[src/sv/gwwf_pkg.sv]
package gwwf_pkg;

    localparam int MAX_WIDTH_DEF  = 16;
    localparam int MAX_FRAMES_DEF = 256;
    localparam int CFG_W          = 5;
    localparam int APB_AW         = 3;
    localparam int APB_DW         = 32;

    localparam logic [CFG_W-1:0] FRAME_WIDTH_RST = 5'd16;
    localparam logic             REG_FRAME_WIDTH = 1'b0;

    localparam logic [7:0] CHAR_SPACE = 8'h20;
    localparam logic [7:0] CHAR_TAB   = 8'h09;
    localparam logic [7:0] CHAR_LF    = 8'h0a;
    localparam logic [7:0] CHAR_CR    = 8'h0d;

    typedef enum logic [3:0] {
        S_IDLE,
        S_W_CHK,
        S_W_SPLIT,
        S_W_SHIFT,
        S_W_APPEND,
        S_C_CHK,
        S_C_SPACE,
        S_C_COPY,
        S_FINAL,
        S_CLEAR,
        S_EMIT
    } t_state;

    typedef enum logic [2:0] {
        OP_NONE,
        OP_LOAD,
        OP_EMIT,
        OP_SHIFT,
        OP_APPEND,
        OP_SPACE,
        OP_COPY,
        OP_CLEAR
    } t_op;

    typedef enum logic [1:0] {
        SRC_LINE,
        SRC_WORD,
        SRC_BLANK
    } t_src;

    typedef struct packed {
        t_op  op;
        t_src src;
        logic last;
    } t_cmd;

    typedef struct packed {
        logic in_word;
        logic in_sep;
        logic in_end;
        logic end_flag;
        logic wl_zero;
        logic wl_ge_w;
        logic ll_zero;
        logic need_big;
        logic saw_word;
        logic emit_done;
        logic shift_done;
        logic copy_done;
    } t_status;

endpackage

[src/sv/gwwf_ctrl.sv]
module gwwf_ctrl
    import gwwf_pkg::*;
(
    input  logic    i_clk,
    input  logic    i_rst_n,
    input  logic    i_in_valid,
    output logic    o_in_ready,
    input  t_status i_status,
    output t_cmd    o_cmd
);

    t_state r_state, n_state;
    t_state r_ret, n_ret;
    t_src   r_src, n_src;
    logic   r_last, n_last;
    logic   r_in_end, n_in_end;

    always_ff @(posedge i_clk) begin
        if (!i_rst_n) begin
            r_state  <= S_IDLE;
            r_ret    <= S_IDLE;
            r_src    <= SRC_LINE;
            r_last   <= 1'b0;
            r_in_end <= 1'b0;
        end else begin
            r_state  <= n_state;
            r_ret    <= n_ret;
            r_src    <= n_src;
            r_last   <= n_last;
            r_in_end <= n_in_end;
        end
    end

    always_comb begin
        n_state  = r_state;
        n_ret    = r_ret;
        n_src    = r_src;
        n_last   = r_last;
        n_in_end = r_in_end;
        unique case (r_state)
            S_IDLE: begin
                if (i_in_valid) begin
                    n_in_end = 1'b0;
                    if (i_status.in_word) begin
                        n_state = i_status.wl_ge_w ? S_W_CHK : S_W_APPEND;
                    end else if (i_status.in_sep) begin
                        n_state = S_C_CHK;
                    end else if (i_status.in_end) begin
                        n_in_end = 1'b1;
                        n_state  = S_C_CHK;
                    end
                end
            end
            S_W_CHK: begin
                if (!i_status.ll_zero) begin
                    n_state = S_EMIT;
                    n_src   = SRC_LINE;
                    n_last  = 1'b0;
                    n_ret   = S_W_SPLIT;
                end else begin
                    n_state = S_W_SPLIT;
                end
            end
            S_W_SPLIT: begin
                if (i_status.wl_ge_w) begin
                    n_state = S_EMIT;
                    n_src   = SRC_WORD;
                    n_last  = 1'b0;
                    n_ret   = S_W_SHIFT;
                end else begin
                    n_state = S_W_APPEND;
                end
            end
            S_W_SHIFT: begin
                if (i_status.shift_done) begin
                    n_state = S_W_SPLIT;
                end
            end
            S_W_APPEND: begin
                if (i_status.end_flag) begin
                    n_in_end = 1'b1;
                    n_state  = S_C_CHK;
                end else begin
                    n_state = S_IDLE;
                end
            end
            S_C_CHK: begin
                if (i_status.wl_zero) begin
                    if (r_in_end) begin
                        n_state = S_FINAL;
                    end else if (i_status.end_flag) begin
                        n_in_end = 1'b1;
                        n_state  = S_C_CHK;
                    end else begin
                        n_state = S_IDLE;
                    end
                end else if (i_status.need_big && !i_status.ll_zero) begin
                    n_state = S_EMIT;
                    n_src   = SRC_LINE;
                    n_last  = 1'b0;
                    n_ret   = S_C_SPACE;
                end else begin
                    n_state = S_C_SPACE;
                end
            end
            S_C_SPACE: begin
                n_state = S_C_COPY;
            end
            S_C_COPY: begin
                if (i_status.copy_done) begin
                    if (r_in_end) begin
                        n_state = S_FINAL;
                    end else if (i_status.end_flag) begin
                        n_in_end = 1'b1;
                        n_state  = S_C_CHK;
                    end else begin
                        n_state = S_IDLE;
                    end
                end
            end
            S_FINAL: begin
                if (!i_status.ll_zero) begin
                    n_state = S_EMIT;
                    n_src   = SRC_LINE;
                    n_last  = 1'b1;
                    n_ret   = S_CLEAR;
                end else if (!i_status.saw_word) begin
                    n_state = S_EMIT;
                    n_src   = SRC_BLANK;
                    n_last  = 1'b1;
                    n_ret   = S_CLEAR;
                end else begin
                    n_state = S_CLEAR;
                end
            end
            S_CLEAR: begin
                n_state = S_IDLE;
            end
            S_EMIT: begin
                if (i_status.emit_done) begin
                    n_state = r_ret;
                end
            end
            default: begin
                n_state = S_IDLE;
            end
        endcase
    end

    always_comb begin
        o_in_ready = 1'b0;
        o_cmd.op   = OP_NONE;
        o_cmd.src  = r_src;
        o_cmd.last = r_last;
        unique case (r_state)
            S_IDLE: begin
                o_in_ready = 1'b1;
                if (i_in_valid) begin
                    o_cmd.op = OP_LOAD;
                end
            end
            S_W_SHIFT:  o_cmd.op = OP_SHIFT;
            S_W_APPEND: o_cmd.op = OP_APPEND;
            S_C_SPACE: begin
                if (!i_status.ll_zero) begin
                    o_cmd.op = OP_SPACE;
                end
            end
            S_C_COPY:   o_cmd.op = OP_COPY;
            S_CLEAR:    o_cmd.op = OP_CLEAR;
            S_EMIT:     o_cmd.op = OP_EMIT;
            default:    o_cmd.op = OP_NONE;
        endcase
    end

endmodule

[src/sv/gwwf_datapath.sv]
module gwwf_datapath
    import gwwf_pkg::*;
#(
    parameter int MAX_WIDTH  = MAX_WIDTH_DEF,
    parameter int MAX_FRAMES = MAX_FRAMES_DEF
) (
    input  logic             i_clk,
    input  logic             i_rst_n,
    input  t_cmd             i_cmd,
    output t_status          o_status,
    input  logic [7:0]       i_in_char,
    input  logic             i_has_char,
    input  logic             i_message_end,
    input  logic [CFG_W-1:0] i_frame_width,
    input  logic             i_out_ready,
    output logic             o_out_valid,
    output logic [7:0]       o_frame_char,
    output logic             o_end_of_frame,
    output logic             o_end_of_message
);

    localparam int LW = $clog2(MAX_WIDTH + 1);
    localparam int IW = (MAX_WIDTH > 1) ? $clog2(MAX_WIDTH) : 1;
    localparam int FW = $clog2(MAX_FRAMES + 1);

    logic [7:0]    r_line [MAX_WIDTH];
    logic [7:0]    r_word [MAX_WIDTH];
    logic [LW-1:0] r_ll;
    logic [LW-1:0] r_wl;
    logic [LW-1:0] r_k;
    logic          r_saw;
    logic [FW-1:0] r_frames;
    logic [7:0]    r_char;
    logic          r_end;
    logic          r_out_valid;
    logic [7:0]    r_out_char;
    logic          r_out_eof;
    logic          r_out_eom;

    logic [LW-1:0] w;
    logic          in_sep;
    logic [LW+1:0] need;
    logic [LW:0]   kw;
    logic          k_last;
    logic          slot_free;
    logic          skip;
    logic          emit_load;
    logic          emit_done;
    logic          shift_done;
    logic          copy_done;
    logic [IW-1:0] word_addr;
    logic [7:0]    word_rd;
    logic [7:0]    line_rd;
    logic [7:0]    emit_char;
    logic          emit_eom;

    always_comb begin
        if (i_frame_width == '0) begin
            w = LW'(1);
        end else if (i_frame_width > CFG_W'(MAX_WIDTH)) begin
            w = LW'(MAX_WIDTH);
        end else begin
            w = LW'(i_frame_width);
        end
    end

    assign in_sep = (i_in_char == CHAR_SPACE) || (i_in_char == CHAR_TAB) ||
                    (i_in_char == CHAR_LF) || (i_in_char == CHAR_CR);

    assign need = (r_ll == '0) ? (LW+2)'(r_wl)
                               : (LW+2)'(r_ll) + (LW+2)'(r_wl) + (LW+2)'(1);
    assign kw   = (LW+1)'(r_k) + (LW+1)'(w);

    assign k_last     = (r_k == w - LW'(1));
    assign slot_free  = !r_out_valid || i_out_ready;
    assign skip       = (r_frames == FW'(MAX_FRAMES));
    assign emit_load  = (i_cmd.op == OP_EMIT) && !skip && slot_free;
    assign emit_done  = skip || (slot_free && k_last);
    assign shift_done = (kw >= (LW+1)'(r_wl));
    assign copy_done  = (r_k >= r_wl);

    assign word_addr = (i_cmd.op == OP_SHIFT) ? kw[IW-1:0] : r_k[IW-1:0];
    assign word_rd   = r_word[word_addr];
    assign line_rd   = r_line[r_k[IW-1:0]];

    always_comb begin
        case (i_cmd.src)
            SRC_LINE:  emit_char = (r_k < r_ll) ? line_rd : CHAR_SPACE;
            SRC_WORD:  emit_char = word_rd;
            default:   emit_char = CHAR_SPACE;
        endcase
    end

    // last result of an end item: the closing frame, or the frame that hits the limit
    assign emit_eom = k_last && r_end &&
                      (i_cmd.last || (r_frames == FW'(MAX_FRAMES - 1)));

    always_comb begin
        o_status.in_word    = i_has_char && !in_sep;
        o_status.in_sep     = i_has_char && in_sep;
        o_status.in_end     = i_message_end;
        o_status.end_flag   = r_end;
        o_status.wl_zero    = (r_wl == '0);
        o_status.wl_ge_w    = (r_wl >= w);
        o_status.ll_zero    = (r_ll == '0);
        o_status.need_big   = (need > (LW+2)'(w));
        o_status.saw_word   = r_saw;
        o_status.emit_done  = emit_done;
        o_status.shift_done = shift_done;
        o_status.copy_done  = copy_done;
    end

    always_ff @(posedge i_clk) begin
        if (!i_rst_n) begin
            r_ll     <= '0;
            r_wl     <= '0;
            r_k      <= '0;
            r_saw    <= 1'b0;
            r_frames <= '0;
            r_end    <= 1'b0;
        end else begin
            case (i_cmd.op)
                OP_LOAD: begin
                    r_end <= i_message_end;
                end
                OP_EMIT: begin
                    if (emit_load) begin
                        if (k_last) begin
                            r_k      <= '0;
                            r_frames <= r_frames + FW'(1);
                        end else begin
                            r_k <= r_k + LW'(1);
                        end
                    end
                    if (emit_done && (i_cmd.src == SRC_LINE)) begin
                        r_ll <= '0;
                    end
                end
                OP_SHIFT: begin
                    if (shift_done) begin
                        r_wl <= r_wl - w;
                        r_k  <= '0;
                    end else begin
                        r_k <= r_k + LW'(1);
                    end
                end
                OP_APPEND: begin
                    if (r_wl < LW'(MAX_WIDTH)) begin
                        r_wl <= r_wl + LW'(1);
                    end
                    r_saw <= 1'b1;
                end
                OP_SPACE: begin
                    r_ll <= r_ll + LW'(1);
                end
                OP_COPY: begin
                    if (copy_done) begin
                        r_wl <= '0;
                        r_k  <= '0;
                    end else begin
                        r_ll <= r_ll + LW'(1);
                        r_k  <= r_k + LW'(1);
                    end
                end
                OP_CLEAR: begin
                    r_ll     <= '0;
                    r_wl     <= '0;
                    r_saw    <= 1'b0;
                    r_frames <= '0;
                end
                default: begin
                end
            endcase
        end
    end

    always_ff @(posedge i_clk) begin
        if (i_cmd.op == OP_LOAD) begin
            r_char <= i_in_char;
        end
        if ((i_cmd.op == OP_SHIFT) && !shift_done) begin
            r_word[r_k[IW-1:0]] <= word_rd;
        end
        if ((i_cmd.op == OP_APPEND) && (r_wl < LW'(MAX_WIDTH))) begin
            r_word[r_wl[IW-1:0]] <= r_char;
        end
        if (i_cmd.op == OP_SPACE) begin
            r_line[r_ll[IW-1:0]] <= CHAR_SPACE;
        end
        if ((i_cmd.op == OP_COPY) && !copy_done) begin
            r_line[r_ll[IW-1:0]] <= word_rd;
        end
    end

    always_ff @(posedge i_clk) begin
        if (!i_rst_n) begin
            r_out_valid <= 1'b0;
        end else if (emit_load) begin
            r_out_valid <= 1'b1;
        end else if (i_out_ready) begin
            r_out_valid <= 1'b0;
        end
    end

    always_ff @(posedge i_clk) begin
        if (emit_load) begin
            r_out_char <= emit_char;
            r_out_eof  <= k_last;
            r_out_eom  <= emit_eom;
        end
    end

    assign o_out_valid      = r_out_valid;
    assign o_frame_char     = r_out_char;
    assign o_end_of_frame   = r_out_eof;
    assign o_end_of_message = r_out_eom;

endmodule

[src/sv/greedy_word_wrap_framer_unit.sv]
// a word character is transferred, then stored in the word buffer; a full word
// first sends the open line, then frames of the word, shifting the rest down;
// a separator moves the word into the line, after a space if the line is open;
// a message end sends the last line, or a blank frame if no word came; frames go
// via the output register one character per cycle; an output stall holds the input
// reset: synchronous active low; clears all but buffers, held char and output data
module greedy_word_wrap_framer_unit
    import gwwf_pkg::*;
#(
    parameter int MAX_WIDTH  = MAX_WIDTH_DEF,
    parameter int MAX_FRAMES = MAX_FRAMES_DEF
) (
    input  logic              i_clk,
    input  logic              i_rst_n,
    input  logic              psel,
    input  logic              penable,
    input  logic              pwrite,
    input  logic [APB_AW-1:0] paddr,
    input  logic [APB_DW-1:0] pwdata,
    output logic [APB_DW-1:0] prdata,
    output logic              pready,
    input  logic              i_in_valid,
    output logic              o_in_ready,
    input  logic [7:0]        i_in_char,
    input  logic              i_has_char,
    input  logic              i_message_end,
    output logic              o_out_valid,
    input  logic              i_out_ready,
    output logic [7:0]        o_frame_char,
    output logic              o_end_of_frame,
    output logic              o_end_of_message
);

    logic [CFG_W-1:0] r_frame_width;
    t_cmd             cmd;
    t_status          status;

    assign pready = 1'b1;

    always_ff @(posedge i_clk) begin
        if (!i_rst_n) begin
            r_frame_width <= FRAME_WIDTH_RST;
        end else if (psel && penable && pwrite && (paddr[2] == REG_FRAME_WIDTH)) begin
            r_frame_width <= pwdata[CFG_W-1:0];
        end
    end

    assign prdata = (paddr[2] == REG_FRAME_WIDTH) ?
                    {{(APB_DW-CFG_W){1'b0}}, r_frame_width} : '0;

    gwwf_ctrl u_ctrl (
        .i_clk      (i_clk),
        .i_rst_n    (i_rst_n),
        .i_in_valid (i_in_valid),
        .o_in_ready (o_in_ready),
        .i_status   (status),
        .o_cmd      (cmd)
    );

    gwwf_datapath #(
        .MAX_WIDTH  (MAX_WIDTH),
        .MAX_FRAMES (MAX_FRAMES)
    ) u_datapath (
        .i_clk            (i_clk),
        .i_rst_n          (i_rst_n),
        .i_cmd            (cmd),
        .o_status         (status),
        .i_in_char        (i_in_char),
        .i_has_char       (i_has_char),
        .i_message_end    (i_message_end),
        .i_frame_width    (r_frame_width),
        .i_out_ready      (i_out_ready),
        .o_out_valid      (o_out_valid),
        .o_frame_char     (o_frame_char),
        .o_end_of_frame   (o_end_of_frame),
        .o_end_of_message (o_end_of_message)
    );

endmodule

[config.mk]
export PLATFORM = sky130hd
export DESIGN_NAME = greedy_word_wrap_framer_unit
export DESIGN_NICKNAME = d
export VERILOG_FILES = /design/src/sv/gwwf_pkg.sv /design/src/sv/gwwf_ctrl.sv /design/src/sv/gwwf_datapath.sv /design/src/sv/greedy_word_wrap_framer_unit.sv
export SDC_FILE = /design/constraint.sdc
export NUM_CORES = 1
export LEC_CHECK = 0
export ABC_CLOCK_PERIOD_IN_PS = 4400
export BUFFER_PORTS_ARGS = -buffer_cell sky130_fd_sc_hd__buf_2
export CAP_MARGIN = 10
export CORE_MARGIN = 3
export CORE_UTILIZATION = 35
export DETAILED_ROUTE_END_ITERATION = 10
export HOLD_SLACK_MARGIN = 0.06
export PLACE_DENSITY = 0.62
export SLEW_MARGIN = 25
export SYNTH_ARGS = -nofsm -noshare
export SYNTH_HDL_FRONTEND = slang
export SYNTH_HIERARCHICAL = 1
export SYNTH_SLANG_ARGS = --single-unit
[constraint.sdc]
create_clock -name i_clk -period 4.4 [get_ports i_clk]
set_clock_uncertainty 0.1 [all_clocks]
set_input_delay 0.66 -clock i_clk [delete_from_list [all_inputs] [get_ports i_clk]]
set_output_delay 0.66 -clock i_clk [all_outputs]
set_load 0.02 [all_outputs]
==> impl_metrics.yaml <==
status:
  status: "complete, no violations"
synth:
  ys_types: 81
  syn_inst: 1162
  synth_ff_type: "edfxtp_1"
  syn_area_per_cell_sq_um: 13.2
  synth-edff-count: 274
  synth_seq_cells: 322
  async_flop_share_pct: 0
  ys_seq_area_share_pct: 59.8
  mappedNetlistArea_sq_um: 15400
  yosys_warnings: 6
floorplan:
  initial_core_util_pct: 35.6
  dieArea_sq_um: 46400
  core_sq_um: 43200
  die_y_um: 215
  die_w_um: 215
  io_pins: 97
  fp-row-count: 76
drt:
  post_drt_wl_per_cell_um: 18.3
  vias_per_cell: 5.09
  via_count: 9555
  drtIter0Drc: 648
  drc: 0
  drt_pass1_iterations: 5
  routed_wl_um: 34300
  ant_nets: 0
clocking:
  cts_max_level: 2
  cts.path.max_buffers: 3
  clk_latency_ns: 0.52
  post_cts_buffers: 0
  cts_tree: "done"
  cts.hold.buffers_added: 0
  clock_sinks: 322
  cts_made_buffers: 34
  root_buffer: "clkbuf_16"
  clkTransAtPathRegs_ns: 0.06
timing:
  relSlewSlack_pct: 38.8
  finalSetupViolCount: 0
  rsz0062_at_grt: "false"
  slew_viol_final: 0
  tightest_slew_ns: 0.914
  fin_tns_setup_ns: 0
  hold_violations: 0
  period_needed_ns: 4.08
  period_share_pct: 92.7
  max_freq_mhz: 245
final_layout:
  area_growth_pct: 15.3
  final_net_count: 1369
  final_core_util_pct: 41.0
  layout_common_cells: "edfxtp_1 (274), nand2_1 (94), buf_4 (91)"
  fin_cells: 1876
  mostFrequentLayoutCell: "edfxtp_1"
  diodes: 0
  drive_gt1_share_pct: 21.7
placed_design:
  dp_cells: 1818
  port_buffers: 39
  dp_hpwl_um: 24200
  gp_congestion: 0.857
worst_hold_path:
  min-delay-path-class: "in -> reg"
global_route:
  grt_use_total_pct: 14.7
  grt_pass1_vias: 9518
  grt_max_degree: 38
  grt.overflow.total: 0
  antenna_found_initial: 0
  grt_pass1_wl_um: 54100
setup_path:
  path_class: "reg -> reg"
  worstPathMaxFanout: 8
  cp-start-kind: "flop"
  required_ns: 4.53
  endpoint_kind: "flop"
  cp.arrival_ns: 4.21
power_and_ir_drop:
  finalPower_uw: 7170
  ir_worst_vdd_v: 0.000282
  power.density_nw_per_um2: 405
  p_leak_uw: 0.00634
job:
  maxCapViolCount: 0
==> layer usage <==
layer / GRT usage, % / wire [um]
met5: 0 / 0
met4: 4.71 / 959
met3: 2.03 / 1450
met2: 25.8 / 17400
met1: 19.0 / 14500
==> synthesized netlist by cell type (11+ instances only) <==
library cell	n	share of area, %
edfxtp_1	274	54
buf_4	43	2.1
nor2b_1	30	1.2
nor3_1	14	0.46
dfxtp_1	48	6.3
nand4_1	14	0.57
a211oi_1	24	1.2
nor2_1	79	1.9
a21o_1	11	0.54
nand3_1	21	0.68
o21ai_0	49	1.6
clkbuf_1	22	0.54
a21oi_1	33	1.1
mux2i_1	33	2.2
nand2b_1	15	0.61
buf_2	15	0.49
o211ai_1	26	1.3
mux4_2	40	5.9
ha_1	45	3.7
mux2_2	25	1.8
nand2_1	94	2.3
inv_1	47	1.1
==> cells by family after synthesis <==
family | count (synthesis) | synth area share, %
compound gates | 218 | 9.59
xor+xnor | 20 | 1.14
fa+ha+maj | 48 | 4.06
buf+inv | 136 | 4.60
flops | 322 | 59.8
mux | 99 | 9.99
other cells | 2 | 0.0489
simple gates | 317 | 10.8
==> sequential cells by signal, summed over array words and instances, names as in the netlist, named ones only <==
| name | cells |
|---|---|
| u_datapath/r_end | 1 |
| r_frame_width | 5 |
| u_datapath/o_end_of_frame | 1 |
| u_ctrl/r_state | 4 |
| u_datapath/r_char | 8 |
| u_datapath/r_wl | 5 |
| u_ctrl/r_last | 1 |
| u_ctrl/r_in_end | 1 |
| u_datapath/o_frame_char | 8 |
| u_datapath/r_word | 128 |
| u_datapath/r_k | 5 |
| u_ctrl/r_ret | 4 |
| u_datapath/r_saw | 1 |
| u_ctrl/r_src | 2 |
| u_datapath/r_frames | 9 |
| u_datapath/o_end_of_message | 1 |
| u_datapath/r_ll | 5 |
| u_datapath/o_out_valid | 1 |
| u_datapath/r_line | 128 |
==> critical path: stages, from the launching register on <==
cell and delay, ns:
dfxtp_1 0.39, inv_1 0.14, nand2_1 0.18, inv_1 0.13, ha_1 0.29, a21o_1 0.18
a21oi_1 0.18, xnor2_1 0.26, ha_1 0.32, o21ai_0 0.07, o21bai_1 0.12, a21oi_1 0.25
inv_1 0.17, nor3_1 0.28, o21ai_0 0.33, nor2_1 0.19, buf_4 0.20
==> timing repair <==
action | 4_1_cts | 5_1_grt
endpoints found under the hold margin | 0 | 0
gates resized for setup | 0 | 1
setup endpoints to repair | 0 | 24
==> report_power, final <==
group	leakage (uW)	switching, uW	internal [uW]
clock network	0.000527	1150	1650
registers	0.00281	39.5	3450
logic	0.00300	577	309
total	0.00634	1760	5410
==> area by class of cell <==
cell class / instances / area [sq um]
fill: 4030 / 25500
sequential: 322 / 9190
multi-input combinational: 730 / 5590
timing repair buffer: 133 / 938
clock buffer: 43 / 906
tap: 585 / 732
inverter: 48 / 180
clock inverter: 15 / 176
==> path summary, 6_finish.rpt <==
path	from	to	slack, ns	cells after the start
min reg2reg	u_ctrl/r_ret[0]	u_ctrl/r_ret[0]	0.36	2
max reg2reg	r_frame_width[4]	u_datapath/r_word[2][4]	0.32	16
max	r_frame_width[4]	u_datapath/r_word[2][4]	0.32	16
min	i_in_char[2]	u_datapath/r_char[2]	0.24	1
==> stage by stage <==
step                      worst slack (ns)  hold slack, ns  cell area (sq um)
final                                0.321           0.238              17700
after global routing               0.00781           0.225              17700
after CTS                            0.312           0.222              17700
after detailed placement             0.339           0.353              16600
after global placement               0.411           0.350              16600
after floorplan                      0.321           0.336              15500
Power figures use the tool's default switching activity.
